--- config.mk ---
export PLATFORM = sky130hd
export DESIGN_NAME = stftm_queue
export DESIGN_NICKNAME = d
export VERILOG_FILES = /design/src/rtl/core/stftm_pkg.sv /design/src/rtl/core/stftm_queue.sv
export SDC_FILE = /design/constraint.sdc
export NUM_CORES = 1
export LEC_CHECK = 0
export BUFFER_PORTS_ARGS = -buffer_cell sky130_fd_sc_hd__buf_2
export CAP_MARGIN = 20
export CORE_MARGIN = 10
export CORE_UTILIZATION = 50
export DETAILED_ROUTE_END_ITERATION = 16
export GPL_ROUTABILITY_DRIVEN = 0
export MAX_ROUTING_LAYER = met4
export PLACE_DENSITY_LB_ADDON = 0.3
export SETUP_SLACK_MARGIN = 0.5
export SLEW_MARGIN = 10
export SYNTH_ARGS = -nofsm -noshare
export SYNTH_HDL_FRONTEND = slang
export SYNTH_SLANG_ARGS = --single-unit
--- constraint.sdc ---
create_clock -name clock -period 2.1 [get_ports clock]
set_input_delay 0.21 -clock clock [delete_from_list [all_inputs] [get_ports clock]]
set_output_delay 0.21 -clock clock [all_outputs]
set_load 0.005 [all_outputs]
--- src/rtl/core/stftm_pkg.sv ---
// Shared types, constants and table-building functions for the STFT magnitude block.
`default_nettype none
package stftm_pkg;

   // Configuration register indexes (byte address = 4 * index).
   localparam logic [1:0] REG_HOP_SIZE    = 2'd0;
   localparam logic [1:0] REG_WINDOW_KIND = 2'd1;
   localparam logic [1:0] REG_LOG_SCALE   = 2'd2;

   // Window selector codes.
   localparam logic [1:0] WIN_HANN      = 2'd0;
   localparam logic [1:0] WIN_BLACKMAN  = 2'd1;
   localparam logic [1:0] WIN_BLACK_HAR = 2'd2;

   localparam logic [8:0] HOP_SIZE_RESET = 9'd128;

   // Decibel scaling: 20*log10(2) in Q16 and the -120 dB floor in Q8.8.
   localparam logic signed [19:0] DB_PER_OCTAVE = 20'sd394566;
   localparam logic signed [19:0] DB_FLOOR      = -20'sd30720;

   localparam int QUEUE_DEPTH = 4;
   localparam int QUEUE_AW    = 2;

   localparam longint ONE_Q30     = 64'sd1073741824;
   localparam longint HALF_PI_Q30 = 64'sd1686629713;

   typedef struct packed {
      logic signed [15:0] sample;
      logic               frame_due;
   } queue_entry_type;

   typedef struct packed {
      logic               last;
      logic [2:0]         bins_valid;
      logic signed [15:0] mag_d;
      logic signed [15:0] mag_c;
      logic signed [15:0] mag_b;
      logic signed [15:0] mag_a;
      logic [7:0]         first_bin;
   } result_type;

   // Cosine of f quarter turns (f in Q30, 0..1) by a Taylor series, Q30 result.
   function automatic longint cos_quarter(longint f);
      longint x;
      longint x2;
      longint t;
      x  = (f * HALF_PI_Q30) / ONE_Q30;
      x2 = (x * x) / ONE_Q30;
      t  = ONE_Q30;
      t  = ONE_Q30 - ((x2 * t) / ONE_Q30) / 182;
      t  = ONE_Q30 - ((x2 * t) / ONE_Q30) / 132;
      t  = ONE_Q30 - ((x2 * t) / ONE_Q30) / 90;
      t  = ONE_Q30 - ((x2 * t) / ONE_Q30) / 56;
      t  = ONE_Q30 - ((x2 * t) / ONE_Q30) / 30;
      t  = ONE_Q30 - ((x2 * t) / ONE_Q30) / 12;
      t  = ONE_Q30 - ((x2 * t) / ONE_Q30) / 2;
      return t;
   endfunction

   // Cosine of a phase in Q32 turns, Q30 result.
   function automatic longint cos_turn(logic [31:0] ph);
      longint f;
      longint r;
      f = longint'({34'd0, ph[29:0]});
      case (ph[31:30])
         2'd0: begin
            r = cos_quarter(f);
         end
         2'd1: begin
            r = -cos_quarter(ONE_Q30 - f);
         end
         2'd2: begin
            r = -cos_quarter(f);
         end
         default: begin
            r = cos_quarter(ONE_Q30 - f);
         end
      endcase
      return r;
   endfunction

   // Round a Q30 value to Q15, halves away from zero.
   function automatic logic signed [16:0] q15_of(longint x);
      longint m;
      longint r;
      m = (x < 0) ? -x : x;
      r = (m + 64'sd16384) >>> 15;
      return 17'((x < 0) ? -r : r);
   endfunction

   function automatic logic signed [16:0] hann_coef(longint c1);
      return q15_of((64'sd50000 * ONE_Q30 - 64'sd50000 * c1) / 64'sd100000);
   endfunction

   function automatic logic signed [16:0] blackman_coef(longint c1, longint c2);
      return q15_of((64'sd42000 * ONE_Q30 - 64'sd50000 * c1 + 64'sd8000 * c2) / 64'sd100000);
   endfunction

   function automatic logic signed [16:0] black_har_coef(longint c1, longint c2, longint c3);
      return q15_of((64'sd35875 * ONE_Q30 - 64'sd48829 * c1 + 64'sd14128 * c2
                     - 64'sd1168 * c3) / 64'sd100000);
   endfunction

endpackage
`default_nettype wire

--- src/rtl/core/stftm_queue.sv ---
// Short queue of classified samples between the front and back parts.
`default_nettype none
module stftm_queue (
   input  wire logic                      clock,
   input  wire logic                      reset,
   input  wire logic                      push,
   input  wire stftm_pkg::queue_entry_type push_data,
   output logic                           full,
   input  wire logic                      pop,
   output stftm_pkg::queue_entry_type     pop_data,
   output logic                           not_empty
);
   import stftm_pkg::*;

   queue_entry_type       slot_ff [QUEUE_DEPTH];
   logic [QUEUE_AW-1:0]   wr_ptr_ff, wr_ptr_in;
   logic [QUEUE_AW-1:0]   rd_ptr_ff, rd_ptr_in;
   logic [QUEUE_AW:0]     count_ff, count_in;

   assign full      = (count_ff == (QUEUE_AW+1)'(QUEUE_DEPTH));
   assign not_empty = (count_ff != '0);
   assign pop_data  = slot_ff[rd_ptr_ff];

   always_comb begin
      wr_ptr_in = wr_ptr_ff + QUEUE_AW'(push);
      rd_ptr_in = rd_ptr_ff + QUEUE_AW'(pop);
      count_in  = count_ff + (QUEUE_AW+1)'(push) - (QUEUE_AW+1)'(pop);
   end

   always_ff @(posedge clock) begin
      if (reset) begin
         wr_ptr_ff <= '0;
         rd_ptr_ff <= '0;
         count_ff  <= '0;
      end else begin
         wr_ptr_ff <= wr_ptr_in;
         rd_ptr_ff <= rd_ptr_in;
         count_ff  <= count_in;
      end
      if (push) begin
         slot_ff[wr_ptr_ff] <= push_data;
      end
   end
endmodule
`default_nettype wire

**After elaboration in Yosys (flattened, before gate mapping)**

Memories as Yosys holds them, arrays and structs flattened. A register that Yosys moved wholly into a read port is not among the register bits.
Index checks and enable logic that the tools add are counted.

- Input port bits: 21
- Bits in writable memories: 68
- Word-level logic and storage cells: 13
- Flip-flop bits (word level): 7
- Output and inout bits: 19
- Memories kept: 1

Memories:

| memory | words | bits a word | read ports | clocked after Yosys merged registers in | write ports | line | text |
|---|---|---|---|---|---|---|---|
| slot_ff | 4 | 17 | 1 | 1 | 1 | stftm_queue.sv:15 | `queue_entry_type slot_ff [QUEUE_DEPTH];` |

- Reductions and logical operators: 1
- $add $sub $neg: 4
- Equal/unequal tests: 1
- Mux-type cells: 3

Operators with widths:

| kind | count |
|---|---|
| adder 2 x 1 -> 2 bit | 2 |
| adder 3 x 1 -> 3 bit | 1 |
| equality test 3 bit, second input constant | 1 |
| nonzero test 3 bit | 1 |
| subtractor 3 x 1 -> 3 bit | 1 |
| 2-to-1 mux 1 bit | 2 |
| 2-to-1 mux 2 bit | 1 |

**Longest topological paths before layout**

- Word-level depth: 2
- Gate-level depth with buffers: 7
- Gate-level depth less buffers: 7

**Worst setup path after synthesis**

Ideal clock, no wire load.

- Path kind: register to register
- From: register wr_ptr_ff[1]
- To: memory slot_ff[0][0] (netlist bit), enable pin
- Slack: 19 ps
- Arrival: 1,665 ps
- Clock period less this slack: 2,081 ps
- Cell stages (with the launch flop): 2
- Library setup time: 416 ps
- Cell sequence: dfxtp_1 -> nor3b_1

RTL lines:

| what | line | text |
|---|---|---|
| start, declared | stftm_queue.sv:16 | `logic [QUEUE_AW-1:0] wr_ptr_ff, wr_ptr_in;` |
| start signal, assigned | stftm_queue.sv:36 | `wr_ptr_ff <= wr_ptr_in;` |
| end, declared | stftm_queue.sv:15 |  |

Straight into the memory's write port.

==> flow_summary_export.csv <==
group,metric,value,unit
timing,relSlewSlack,74.8,%
timing,drv_slew,0,
drt,vias_per_cell,5.30,
clocking,clkTransAtPathRegs,0.07,ns
floorplan,die_area,9090,um2
logic_synthesis,syn_nets,148,
logic_synthesis,seq_area_frac_synth,76.9,%
place,hpwl,3360,um
logic_synthesis,synth_edf_count,68,
pwr,p_per_area,991,nW/um2
global_routing,track_usage,12.5,%
critical_path,worstPathRequired,1.89,ns
clocking,cts_root_buffer,"clkbuf_8",
pwr,total_power,0.00343,W
drt,avgRoutedWirePerCell,19.5,um
global_routing,grt-ovfl-total,0,
floorplan,pin_count,40,
timing,fin_skew,0.00747,ns
clocking,clk_path_buf_depth,2,
finish,nFillCells,393,
pwr,internal_power,0.00273,W
pwr,p_sw_share,20.3,%
clocking,h-tree-depth,3,
clocking,cts_tree,"yes",
pwr,combPwrFrac,12.2,%
timing,setup_tns,0,ns
critical_path,start_kind,"flip-flop",
drt,vias,1351,
logic_synthesis,synth.avg_cell_area,23.3,um2
floorplan,rows,27,
logic_synthesis,synth.distinct_cells,19,
timing,setup_viol,0,
clocking,numClockSinks,75,
finish,syn_to_final_growth,22.0,%
timing,fin_crit,1.76,ns
pwr,p_switching,0.000696,W
drt,drt-total-wl,4980,um
outcome,status,"finished, final reports clean",
critical_path,cp_max_fo,8,
logic_synthesis,synthArstFlopShare,0,%
place,place_ws,0.501,ns
logic_synthesis,ys_ff_latch,75,
timing,worst_pin_slew,0.378,ns
worst_hold_path,hold_path.class,"in2reg",
drt,drtAntennaViolNets,0,
floorplan,fp.dieH,95.3,um
critical_path,path_class,"reg2out",
timing,min_period_over_period,83.7,%
global_routing,antenna_found_initial,0,
logic_synthesis,synth_top_area_share,72.0,%
finish,fin_nets,204,
timing,finalHoldViolCount,0,
pwr,seqPwrFrac,51.1,%
logic_synthesis,yosysMostFrequentCell,"edfxtp_1",
timing,timing.hold.ws,0.0861,ns
logic_synthesis,synthesis.area,2840,um2
drt,drc,0,
critical_path,cp_data_arrival_time,1.55,ns
finish,diodes,0,
pwr,max-vdd-ir-drop,0.456,mV
global_routing,grt_pass1_wl,8030,um
logic_synthesis,synth_flop_cell,"edfxtp_1",
logic_synthesis,synth_commonest_cells,"68 x edfxtp_1, 10 x mux4_2, 7 x dfxtp_1, 7 x mux4_1",
floorplan,coreArea,5510,um2
pwr,clock_power_share,36.7,%
logic_synthesis,synth_cells,122,
timing,fmax,569,MHz
timing,grt_setup_unrepaired,"yes",
place,place.port_buffers,39,
pwr,p_leak,1.23,nW
floorplan,initial_utilization,51.5,%
timing,fin_ws,0.342,ns
finish,drive_above_1_share,46.4,%
global_routing,grt_pass1_vias,1512,
critical_path,endpoint_kind,"primary output",
logic_synthesis,synth_top_cells_by_area,"edfxtp_1 72%, mux4_2 7.9%, mux4_1 6.5%, dfxtp_1 4.9%, ha_1 1.8%",
global_routing,grt_max_degree,13,
job,drv_cap,0,
clocking,clk_latency,0.34,ns
floorplan,die_x,95.3,um
logic_synthesis,yosysWarnings,0,
logic_synthesis,synth_top_cell_by_area,"edfxtp_1",
drt,drt_first_iter_violations,62,
drt,firstDrtPassIters,4,
clocking,numCtsBuffers,9,
[worst max-delay path, stage by stage, from the launching register on]
cell     delay [ns]
dfxtp_4        0.40
buf_12         0.15
mux4_2         0.52
buf_2          0.15
[layer usage]
layer  global-route usage [%]  share of wire (%)  vias up
li1                         -                  -      605
met1                     13.8                 42      700
met2                     19.5                 51       38
met3                     5.11                5.6        8
met4                     6.11                1.9        0
met5                        -                  0        -
[registers in the layout, summed over array words and instances, names as in the netlist]
register,count
count_ff,3
rd_ptr_ff,2
wr_ptr_ff,2
slot_ff,68
[layout make-up]
cell class                      count  area (um2)  share of cell area [%]
Timing Repair Buffer               49         348                    10.0
Sequential cell                    75        2190                    63.2
Multi-Input combinational cell     39         592                    17.1
Tap cell                           72        90.1                    2.60
Clock inverter                      7         106                    3.07
Inverter                            4        15.0                   0.434
Clock buffer                        9         124                    3.58
[per-stage QoR]
stage	cells	util, %	instance area, um2
after global placement	237	57.8	3180
after global routing	255	62.9	3460
after floorplan	122	-	2840
after CTS	255	62.3	3430
final	255	62.9	3460
after detailed placement	237	57.8	3180
[path summary, 6_finish.rpt]
path,start,to,slack (ns),depth (start not counted)
max,rd_ptr_ff[0],pop_data[10],0.34,3
min reg2reg,wr_ptr_ff[1],wr_ptr_ff[1],0.60,2
max reg2reg,count_ff[0],count_ff[1],0.57,6
min,push_data[5],slot_ff[1][5],0.09,1
[logic make-up (layout without fill, tap and decap cells)]
logic type               Yosys count  count (layout)  synth area share (%)
multiplexers                      17              17                  14.4
adder cells (fa/ha/maj)            5               5                  2.47
AND/OR/NAND/NOR                   14              14                  2.78
flip-flops                        75              75                  76.9
XOR/XNOR                           3               3                  1.46
buffers and inverters              8              69                  1.98
[what timing repair did]
item,CTS,global route
pin swaps,0,1
gates cloned,1,0
resized for setup,18,6
hold buffers,0,0
buffers inserted,1,0
endpoints found under the setup margin,18,18
[power by group through the flow]
stage / sequential (W) / clock, W / combinational (W)
after floorplan: 0.00177 / 0 / 0.000235
after global placement: 0.00177 / 0 / 0.000371
after detailed placement: 0.00178 / 0 / 0.000387
after CTS: 0.00175 / 0.00128 / 0.000412
after global routing: 0.00176 / 0.00134 / 0.000461
final: 0.00175 / 0.00126 / 0.000420
[cell usage in the layout, fill, tap and decap left out, types with 3 or more instances in the layout]
cell,Yosys,routed
nor2_1,4,3
clkinv_1,0,3
buf_12,1,3
bufinv_16,0,3
mux4_2,10,17
buf_2,2,35
dfxtp_1,7,5
buf_6,1,4
ha_1,4,3
clkbuf_8,0,9
buf_4,0,5
inv_1,4,4
nor2b_1,4,4
edfxtp_1,68,68
Note: power is estimated with default switching activity, not from simulation.
