--- src/rtl/core/stftm_pkg.sv ---
// Shared types, constants and table-building functions for the STFT magnitude block.
`default_nettype none
package stftm_pkg;

   // Configuration register indexes (byte address = 4 * index).
   localparam logic [1:0] REG_HOP_SIZE    = 2'd0;
   localparam logic [1:0] REG_WINDOW_KIND = 2'd1;
   localparam logic [1:0] REG_LOG_SCALE   = 2'd2;

   // Window selector codes.
   localparam logic [1:0] WIN_HANN      = 2'd0;
   localparam logic [1:0] WIN_BLACKMAN  = 2'd1;
   localparam logic [1:0] WIN_BLACK_HAR = 2'd2;

   localparam logic [8:0] HOP_SIZE_RESET = 9'd128;

   // Decibel scaling: 20*log10(2) in Q16 and the -120 dB floor in Q8.8.
   localparam logic signed [19:0] DB_PER_OCTAVE = 20'sd394566;
   localparam logic signed [19:0] DB_FLOOR      = -20'sd30720;

   localparam int QUEUE_DEPTH = 4;
   localparam int QUEUE_AW    = 2;

   localparam longint ONE_Q30     = 64'sd1073741824;
   localparam longint HALF_PI_Q30 = 64'sd1686629713;

   typedef struct packed {
      logic signed [15:0] sample;
      logic               frame_due;
   } queue_entry_type;

   typedef struct packed {
      logic               last;
      logic [2:0]         bins_valid;
      logic signed [15:0] mag_d;
      logic signed [15:0] mag_c;
      logic signed [15:0] mag_b;
      logic signed [15:0] mag_a;
      logic [7:0]         first_bin;
   } result_type;

   // Cosine of f quarter turns (f in Q30, 0..1) by a Taylor series, Q30 result.
   function automatic longint cos_quarter(longint f);
      longint x;
      longint x2;
      longint t;
      x  = (f * HALF_PI_Q30) / ONE_Q30;
      x2 = (x * x) / ONE_Q30;
      t  = ONE_Q30;
      t  = ONE_Q30 - ((x2 * t) / ONE_Q30) / 182;
      t  = ONE_Q30 - ((x2 * t) / ONE_Q30) / 132;
      t  = ONE_Q30 - ((x2 * t) / ONE_Q30) / 90;
      t  = ONE_Q30 - ((x2 * t) / ONE_Q30) / 56;
      t  = ONE_Q30 - ((x2 * t) / ONE_Q30) / 30;
      t  = ONE_Q30 - ((x2 * t) / ONE_Q30) / 12;
      t  = ONE_Q30 - ((x2 * t) / ONE_Q30) / 2;
      return t;
   endfunction

   // Cosine of a phase in Q32 turns, Q30 result.
   function automatic longint cos_turn(logic [31:0] ph);
      longint f;
      longint r;
      f = longint'({34'd0, ph[29:0]});
      case (ph[31:30])
         2'd0: begin
            r = cos_quarter(f);
         end
         2'd1: begin
            r = -cos_quarter(ONE_Q30 - f);
         end
         2'd2: begin
            r = -cos_quarter(f);
         end
         default: begin
            r = cos_quarter(ONE_Q30 - f);
         end
      endcase
      return r;
   endfunction

   // Round a Q30 value to Q15, halves away from zero.
   function automatic logic signed [16:0] q15_of(longint x);
      longint m;
      longint r;
      m = (x < 0) ? -x : x;
      r = (m + 64'sd16384) >>> 15;
      return 17'((x < 0) ? -r : r);
   endfunction

   function automatic logic signed [16:0] hann_coef(longint c1);
      return q15_of((64'sd50000 * ONE_Q30 - 64'sd50000 * c1) / 64'sd100000);
   endfunction

   function automatic logic signed [16:0] blackman_coef(longint c1, longint c2);
      return q15_of((64'sd42000 * ONE_Q30 - 64'sd50000 * c1 + 64'sd8000 * c2) / 64'sd100000);
   endfunction

   function automatic logic signed [16:0] black_har_coef(longint c1, longint c2, longint c3);
      return q15_of((64'sd35875 * ONE_Q30 - 64'sd48829 * c1 + 64'sd14128 * c2
                     - 64'sd1168 * c3) / 64'sd100000);
   endfunction

endpackage
`default_nettype wire

--- src/rtl/core/stftm_front.sv ---
// Input side: accepts samples and marks the ones that complete a hop.
`default_nettype none
module stftm_front (
   input  wire logic                      clock,
   input  wire logic                      reset,
   input  wire logic                      req_tvalid,
   output logic                           req_tready,
   input  wire logic [15:0]               req_tdata,
   input  wire logic [8:0]                hop_size,
   output logic                           q_push,
   output stftm_pkg::queue_entry_type     q_data,
   input  wire logic                      q_full
);
   import stftm_pkg::*;

   logic [8:0] hop_count_ff, hop_count_in;
   logic [9:0] count_next;
   logic       due;

   assign req_tready = !q_full;
   assign q_push     = req_tvalid && !q_full;

   always_comb begin
      count_next     = {1'b0, hop_count_ff} + 10'd1;
      due            = (count_next >= {1'b0, hop_size});
      q_data.sample    = $signed(req_tdata);
      q_data.frame_due = due;
      hop_count_in   = hop_count_ff;
      if (q_push) begin
         hop_count_in = due ? 9'd0 : count_next[8:0];
      end
   end

   always_ff @(posedge clock) begin
      if (reset) begin
         hop_count_ff <= '0;
      end else begin
         hop_count_ff <= hop_count_in;
      end
   end
endmodule
`default_nettype wire

--- config.mk ---
export PLATFORM = sky130hd
export DESIGN_NAME = stftm_front
export DESIGN_NICKNAME = d
export VERILOG_FILES = /design/src/rtl/core/stftm_pkg.sv /design/src/rtl/core/stftm_front.sv
export SDC_FILE = /design/constraint.sdc
export NUM_CORES = 1
export LEC_CHECK = 0
export BUFFER_PORTS_ARGS = -buffer_cell sky130_fd_sc_hd__buf_2
export CORE_AREA = 10 10 56 58
export CTS_BUF_LIST = sky130_fd_sc_hd__clkbuf_8 sky130_fd_sc_hd__clkbuf_16
export DETAILED_ROUTE_END_ITERATION = 10
export DIE_AREA = 0 0 66 68
export HOLD_SLACK_MARGIN = 0.02
export PLACE_DENSITY = 0.75
export SLEW_MARGIN = 40
export SYNTH_ARGS = -nofsm -noshare
export SYNTH_HDL_FRONTEND = slang
export SYNTH_SLANG_ARGS = --single-unit
--- constraint.sdc ---
create_clock -name clock -period 2.43 [get_ports clock]
set_input_delay 0.3645 -clock clock [delete_from_list [all_inputs] [get_ports clock]]
set_output_delay 0.3645 -clock clock [all_outputs]
set_load 0.01 [all_outputs]
# After elaboration in Yosys (flattened, before gate mapping)
# Cells that the tools add are included.
[totals] register_bits=9 latchBits=0 ram_bits=0 romBits=0 output_inout_bits=19 word_cells=6 memories=0
[classes] addsub=1 mul=0 div_mod_pow=0 order_cmp=1 eq_ne=0 n_shift=0 n_mux=1 n_bitwise=0 reduce_logical=2
[op_table] cell="adder 9 x 1 -> 10 bit (second input constant)" count=1
[op_table] cell="greater-or-equal comparator 10 x 9 -> 1 bit" count=1
[op_table] cell="two-way mux 9 bit" count=1
[op_table] cell="logical AND 1 bit" count=1
[op_table] cell="logical NOT 1 bit" count=1

# Longest topological paths before layout
# Gate-level depths: netlist of run 1.
[depth] word_depth=3 ltp_mapped=11

# Worst setup path after synthesis of run 1
# No wires, ideal clock.
[synth_timing] path_type="register -> output" startpoint="reg hop_count_ff[4]" endpoint="out q_data[0] in the netlist's numbering" t_arrival_ps=1935 required_ps=2066 slack_ps=130 path_stages_with_launch=11 path_buffers=1 cell_sequence="dfxtp_1 -> and3_1 -> nand3_2 -> nor2_1 -> xor2_1 -> ha_1 -> a21o_1 -> a21oi_1 -> o31a_1 -> o21ai_4 -> buf_4"
[synth_between] elab_chain_len=2
[synth_rtl] item="start, declared" line_no="stftm_front.sv:16" source="logic [8:0] hop_count_ff, hop_count_in;"
[synth_rtl] item="start signal, assigned" line_no="stftm_front.sv:38" source="hop_count_ff <= hop_count_in;"
[synth_rtl] item="adder 9 x 1 -> 10 bit" line_no="stftm_front.sv:24" source="count_next = {1'b0, hop_count_ff} + 10'd1;"
[synth_rtl] item="greater-or-equal comparator 10 x 9 -> 1 bit" line_no="stftm_front.sv:25" source="due = (count_next >= {1'b0, hop_size});"
[synth_rtl] item="end, declared" line_no="stftm_front.sv:11" source="output stftm_pkg::queue_entry_type q_data,"
# Every way passes these cells.

==> results.json, run 1 <==
{
  "whs_path_depth": 1,
  "synthesis.area_um2": 843.3,
  "relSlewSlack_pct": 56.43,
  "seqPwrFrac_pct": 39.6,
  "fillers": 203,
  "use_met2_pct": 17.27,
  "pwr-share-clk_pct": 46.8,
  "crit_type": "flip-flop to output port",
  "cap_violations": 0,
  "tightest_slew_ns": 0.6511,
  "finalMaxSlewViolations": 0,
  "finalWirelength_um": 2065,
  "grt_pass1_wl_um": 2973,
  "synthTopCellsByArea": "dfxtp_1 (21%), buf_4 (15%), ha_1 (15%), inv_1 (5.3%), a22o_1 (5.2%)",
  "first_iter_violations": 13,
  "crit_buf_inv": 1,
  "yosysUniqueCellTypes": 26,
  "place_ws_ns": -0.07330,
  "finalCritPeriodShare_pct": 103.0,
  "internal_power_uw": 285.8,
  "grt_pass1_vias": 706,
  "multiInputGateArea_um2": 538.0,
  "root_buffer": "clkbuf_8",
  "cp-end-kind": "output port",
  "area_growth_syn_to_layout_pct": 19.44,
  "crit_chain": "and3_4 > nand3_4 > nor2_4 > xor2_2 > ha_1 > a21o_1 > a21oi_2 > o31a_1 > o21ai_4 > buf_6",
  "pin_count": 48,
  "drt-wirelength-per-cell_um": 15.07,
  "firstDrtPassIters": 2,
  "cts_hold_buf": 0,
  "violations": "setup timing",
  "cts_made_buffers": 3,
  "fin_setup_tns_ns": -0.08806,
  "combPwrFrac_pct": 13.6,
  "clk_transition_reported_paths_ns": 0.05,
  "dp_hpwl_um": 1498,
  "gp_congestion": 0.7852,
  "cp_slowest_cell": "dfxtp_4",
  "peakVddDrop_uv": 290.9,
  "yosysWarnings": 0,
  "diodes": 0,
  "die_area_mm2": 0.004488,
  "seqCellArea_um2": 187.7,
  "setup_ws_ns": -0.07403,
  "die_w_um": 66,
  "layout-drive-gt1-share_pct": 38.53,
  "worst_skew_pair.late_latency_ns": 0.24,
  "rsz0062_at_grt": "yes",
  "slowest_delay_ns": 0.37,
  "antenna_found_initial": 0,
  "ys_ff_latch": 9,
  "viasPerCell": 5.124,
  "cts.sinks": 9,
  "crit_path_start_kind": "flip-flop",
  "syn_nets": 139,
  "powerDensity_mw_per_mm2": 382.6,
  "grt_max_degree": 10,
  "leakage_nw": 0.4990,
  "max_freq_ghz": 0.3994,
  "largest_register": "hop_count_ff",
  "core-area_mm2": 0.002106,
  "netlist_instances": 100,
  "hold_class": "flip-flop to flip-flop",
  "grt_use_met1_pct": 6.413,
  "setup_violations": 2,
  "overflow": 0,
  "switchingPower_uw": 99.54,
  "num_vias": 702,
  "r2r_cells": 13,
  "cp.arrival_ns": 2.14,
  "initial_utilization_pct": 40.05,
  "busiest_layer": "met2",
  "fin_util_pct": 47.83,
  "fp.dieH_um": 68,
  "status": "finished with violations",
  "numPortBuffers": 15,
  "clockBufferDepth": 2,
  "crit_required_ns": 2.07,
  "grt_util_met3_pct": 5.873,
  "cp.depth": 10,
  "ant_nets": 0,
  "cp_max_fo": 4,
  "tritoncts": "done",
  "synth_top_cell_area_share_pct": 21.36,
  "grtUsageTotal_pct": 8.771,
  "p_sw_share_pct": 25.83,
  "skew_ns": 0.0006501,
  "synth_top_cell_by_area": "dfxtp_1",
  "synth_area_per_cell_um2": 8.433,
  "period_needed_ns": 2.504,
  "drc_errors": 0,
  "synth.yosys.seq_area_share_pct": 21.36,
  "top_regs": "hop_count_ff: 9 flops",
  "htreeDepth": 1,
  "nNetsFinal": 149,
  "largest_reg_flops": 9,
  "hold_violations": 0,
  "crit_family": "compound AO/OA/AOI/OAI gates",
  "rows": 17
}
-- synth_stat cells --
master / instances
a211oi_1: 3
a21o_1: 4
a21oi_1: 4
a22o_1: 5
and3_1: 1
buf_2: 1
buf_4: 17
clkbuf_1: 1
dfxtp_1: 9
ha_1: 10
inv_1: 12
mux2_2: 1
nand2_1: 5
nand2b_1: 2
nand3_1: 4
nand3_2: 1
nand3b_1: 1
nand4_1: 2
nor2_1: 4
nor3_4: 1
o21ai_4: 1
o221a_2: 1
o31a_1: 1
or3_1: 2
xnor2_1: 4
xor2_1: 3
-- worst register-to-register path, cell delays in order, from the launching register on --
cell	delay [ns]
dfxtp_4	0.37
and3_4	0.20
nand3_4	0.10
nor2_4	0.13
xor2_2	0.17
ha_1	0.27
a21o_1	0.17
a21oi_2	0.11
o31a_1	0.18
o21ai_4	0.07
buf_4	0.16
nor3_4	0.15
buf_6	0.14
a22o_1	0.15
-- through the flow --
stage	std cells	power, mW	hold WS (ns)	area, um^2
global route	137	0.4074	0.5052	1007
floorplan	100	0.2076	0.4424	843.3
detailed placement	127	0.2005	0.4592	839.6
finish	137	0.3854	0.4744	1007
global placement	127	0.1982	0.4611	839.6
CTS	136	0.3850	0.4789	957.2
-- area by class of cell --
type | instances | area share [%]
Inverter | 12 | 4.472
Multi-Input combinational cell | 60 | 53.42
Tap cell | 28 | 3.478
Clock buffer | 3 | 4.099
Clock inverter | 1 | 0.3727
Timing Repair Buffer | 24 | 15.53
Sequential cell | 9 | 18.63
-- worst paths after layout --
kind	start	to	slack, ns
setup reg to reg	hop_count_ff[1]$_SDFFE_PP0P_	hop_count_ff[1]$_SDFFE_PP0P_	-0.01
setup / recovery	hop_count_ff[1]$_SDFFE_PP0P_	q_data[0]	-0.07
hold reg to reg	hop_count_ff[8]$_SDFFE_PP0P_	hop_count_ff[8]$_SDFFE_PP0P_	0.47
hold / removal	hop_count_ff[8]$_SDFFE_PP0P_	hop_count_ff[8]$_SDFFE_PP0P_	0.47
-- per-layer routing --
| layer | wire (um) | up-vias | part of all wire (%) |
|---|---|---|---|
| li1 | - | 346 | - |
| met5 | 0 | - | 0 |
| met2 | 1171 | 19 | 57 |
| met3 | 210 | 3 | 10 |
| met1 | 666 | 334 | 32 |
| met4 | 17 | 0 | 0.82 |
-- placed cells by master, fill, tap and decap left out, drive strengths merged --
cell and instances:
clkbuf 3, nand2b 2, nand2 5, ha 10
or3 2, a21oi 4, o221a 1, and3 1
a21o 4, mux2 1, dfxtp 9, a22o 5
xor2 3, o21ai 1, nand3b 1, nand4 2
inv 13, a211oi 3, o31a 1, nor2 4
buf 24, nand3 5, xnor2 4, nor3 1
-- timing repair --
item / in CTS / in global routing
endpoints found under the setup margin: 7 / 10
pin swaps: 7 / 5
buffers inserted: 5 / 1
gates resized for setup: 9 / 9
-- power groups by stage --
stage               registers, mW  logic (mW)  clock network, mW
floorplan                   0.155      0.0529                  0
global placement            0.155      0.0429                  0
detailed placement          0.156      0.0449                  0
CTS                         0.153      0.0504              0.182
global route                0.153      0.0581              0.196
finish                      0.153      0.0522              0.180
-- cell families after synthesis --
| logic type | synth area share, % |
|---|---|
| xor+xnor | 7.270 |
| simple gates | 15.58 |
| flops | 21.36 |
| fa+ha+maj | 14.84 |
| buf+inv | 21.51 |
| mux | 1.335 |
| compound gates | 18.10 |
Power figures use the tool's default switching activity.
==> inputs of run 2 (changes only) <==
--- a/config.mk
+++ b/config.mk
@@ -6,12 +6,15 @@
 export NUM_CORES = 1
 export LEC_CHECK = 0
 export BUFFER_PORTS_ARGS = -buffer_cell sky130_fd_sc_hd__buf_2
-export CORE_AREA = 10 10 56 58
+export CELL_PAD_IN_SITES_DETAIL_PLACEMENT = 1
+export CELL_PAD_IN_SITES_GLOBAL_PLACEMENT = 2
+export CORE_AREA = 10 10 72 74
 export CTS_BUF_LIST = sky130_fd_sc_hd__clkbuf_8 sky130_fd_sc_hd__clkbuf_16
 export DETAILED_ROUTE_END_ITERATION = 10
-export DIE_AREA = 0 0 66 68
+export DIE_AREA = 0 0 82 84
 export HOLD_SLACK_MARGIN = 0.02
-export PLACE_DENSITY = 0.75
+export PLACE_DENSITY_LB_ADDON = 0.1
+export RECOVER_POWER = 100
 export SLEW_MARGIN = 40
 export SYNTH_ARGS = -nofsm -noshare
 export SYNTH_HDL_FRONTEND = slang
==> constraint.sdc (replaced) <==
create_clock -name clock -period 2.34 [get_ports clock]
set_input_delay 0.351 -clock clock [delete_from_list [all_inputs] [get_ports clock]]
set_output_delay 0.351 -clock clock [all_outputs]
set_load 0.01 [all_outputs]
==> run 2 against run 1 <==
Effect of this change: the flow still finishes with violations (setup timing); clock power is 4% higher; cell area is 17% higher; non-clock buffer count is 16 higher; die area is 53% higher; sequential power is 3% higher; highest routed layer unchanged.
==> results.json, run 2 (synthesized netlist as in run 1, its figures left out) <==
{
  "largest_reg_flops": 9,
  "setup_ws_ns": -0.1593,
  "ant_nets": 0,
  "overflow": 0,
  "largest_register": "hop_count_ff",
  "rsz0062_at_grt": "yes",
  "cp_slowest_cell": "dfxtp_4",
  "antenna_found_initial": 0,
  "root_buffer": "clkbuf_8",
  "grt_pass1_vias": 823,
  "whs_path_depth": 1,
  "cp_max_fo": 3,
  "ff2ff_setup_slack_ns": -0.04,
  "grt_pass1_wl_um": 4050,
  "finalMaxSlewViolations": 0,
  "area_growth_syn_to_layout_pct": 40.06,
  "layout-drive-gt1-share_pct": 48.00,
  "crit_type": "flip-flop to output port",
  "core-area_mm2": 0.003856,
  "fillers": 469,
  "grt_max_degree": 10,
  "initial_utilization_pct": 21.87,
  "peakVddDrop_uv": 124.8,
  "rows": 23,
  "crit_family": "compound AO/OA/AOI/OAI gates",
  "period_needed_ns": 2.499,
  "hold_class": "flip-flop to flip-flop",
  "worstReg2RegStart": "hop_count_ff[0]$_SDFFE_PP0P_",
  "drt-wirelength-per-cell_um": 14.05,
  "cp-end-kind": "output port",
  "crit_buf_inv": 1,
  "diodes": 0,
  "grtUsageTotal_pct": 7.567,
  "final_cell_mix": "buf_4 (22), inv_1 (12), buf_2 (12)",
  "relSlewSlack_pct": 85.51,
  "status": "finished with violations",
  "drc_errors": 0,
  "r2r_cells": 13,
  "worst_skew_pair.late_latency_ns": 0.24,
  "slowest_delay_ns": 0.36,
  "num_vias": 767,
  "numPortBuffers": 15,
  "tightest_slew_ns": 0.2170,
  "nNetsFinal": 165,
  "final_common_cell": "buf_4",
  "crit_chain": "and3_4 > nand3_4 > nor2_4 > xor2_2 > ha_1 > a21o_1 > a21oi_2 > o31a_1 > o21ai_4 > buf_6",
  "pin_count": 48,
  "max_freq_ghz": 0.4001,
  "setup_violations": 7,
  "place_ws_ns": -0.1415,
  "clk_transition_reported_paths_ns": 0.05,
  "setup.worst_path.start": "hop_count_ff[0]$_SDFFE_PP0P_",
  "rr_endpoint": "hop_count_ff[1]$_SDFFE_PP0P_",
  "finalWirelength_um": 2458,
  "dp_hpwl_um": 1896,
  "placed_cells": 161,
  "leakage_nw": 0.5861,
  "cp-endpoint": "q_data[0]",
  "seqCellArea_um2": 188.9,
  "powerDensity_mw_per_mm2": 346.2,
  "die_area_mm2": 0.006888,
  "cap_violations": 0,
  "final_cells": 175,
  "cp.arrival_ns": 2.15,
  "crit_required_ns": 1.99,
  "htreeDepth": 1,
  "cp.depth": 10,
  "first_iter_violations": 16,
  "top_regs": "hop_count_ff: 9 flops",
  "clockBufferDepth": 2,
  "skew_ns": 0.006097,
  "die_w_um": 82,
  "multiInputGateArea_um2": 560.5,
  "firstDrtPassIters": 3,
  "cts_made_buffers": 3,
  "fp.dieH_um": 84,
  "cts.sinks": 9,
  "gp_congestion": 0.7397,
  "finalCritPeriodShare_pct": 106.8,
  "violations": "setup timing",
  "tritoncts": "done",
  "crit_path_start_kind": "flip-flop",
  "viasPerCell": 4.383,
  "hold_violations": 0
}
-- run 2: cell types whose count changed in the layout (fill, tap and decap cells not counted), sizes merged --
cell and change:
buf +14, clkbuf +2, clkinv +1, inv -1
-- run 2: what timing repair did --
item | CTS | global route
hold buffers | 0 | 0
resized for setup | 11 | 12
pin swaps | 6 | 18
buffers inserted | 4 | 6
endpoints found under the setup margin | 10 | 10
-- run 2: worst min path at each step --
stage / endpoint / from / slack (ns)
after floorplan: hop_count_ff[8]$_SDFFE_PP0P_ / hop_count_ff[8]$_SDFFE_PP0P_ / 0.44
after global placement: hop_count_ff[8]$_SDFFE_PP0P_ / hop_count_ff[8]$_SDFFE_PP0P_ / 0.47
after detailed placement: hop_count_ff[8]$_SDFFE_PP0P_ / hop_count_ff[8]$_SDFFE_PP0P_ / 0.47
after CTS: hop_count_ff[8]$_SDFFE_PP0P_ / hop_count_ff[8]$_SDFFE_PP0P_ / 0.49
after global routing: hop_count_ff[8]$_SDFFE_PP0P_ / hop_count_ff[8]$_SDFFE_PP0P_ / 0.50
final: hop_count_ff[8]$_SDFFE_PP0P_ / hop_count_ff[8]$_SDFFE_PP0P_ / 0.48
-- run 2: worst register-to-register path: cells and delay by family, from the launching register on --
kind	cells	cell delay, ns
AO/OA/AOI/OAI	5	0.76
AND/OR/NAND/NOR	4	0.50
flip-flops	1	0.36
buffers and inverters	2	0.28
adder cells (fa/ha/maj)	1	0.26
XOR/XNOR	1	0.16
-- run 2: area by class of cell --
cell class	instances	share of cell area, %
clock buffers	3	3.496
clock inverters	1	0.4237
inverters	12	3.814
repair buffers	40	23.52
flip-flops and latches	9	16.00
well taps	50	5.297
multi-input cells	60	47.46
-- run 2: layer usage --
metal	share of wire [%]	routed length, um	up-vias	global-route usage (%)
li1	-	-	373	-
met1	40	976	368	7.706
met2	51	1251	19	12.41
met3	6.3	155	7	2.478
met4	3.0	74	0	5.418
met5	0	0	-	0
-- run 2: power breakdown --
group	leakage, nW	internal [mW]	switching, mW
clock network	0.0255	0.117	0.0708
logic	0.486	0.0319	0.0319
registers	0.0747	0.155	0.00269
total	0.586	0.303	0.105
-- run 2: stage by stage --
stage / utilization (%) / hold WS, ns / area (um^2) / setup TNS (ns) / power (mW)
finish: 30.63 / 0.4769 / 1181 / -0.3252 / 0.4089
global route: 30.63 / 0.4993 / 1181 / -1.279 / 0.4360
CTS: 27.94 / 0.4852 / 1077 / -0.7088 / 0.4111
detailed placement: 24.82 / 0.4726 / 957.2 / -0.9181 / 0.2158
global placement: 24.82 / 0.4653 / 957.2 / -1.150 / 0.2146
floorplan: - / 0.4424 / 843.3 / 0 / 0.2155
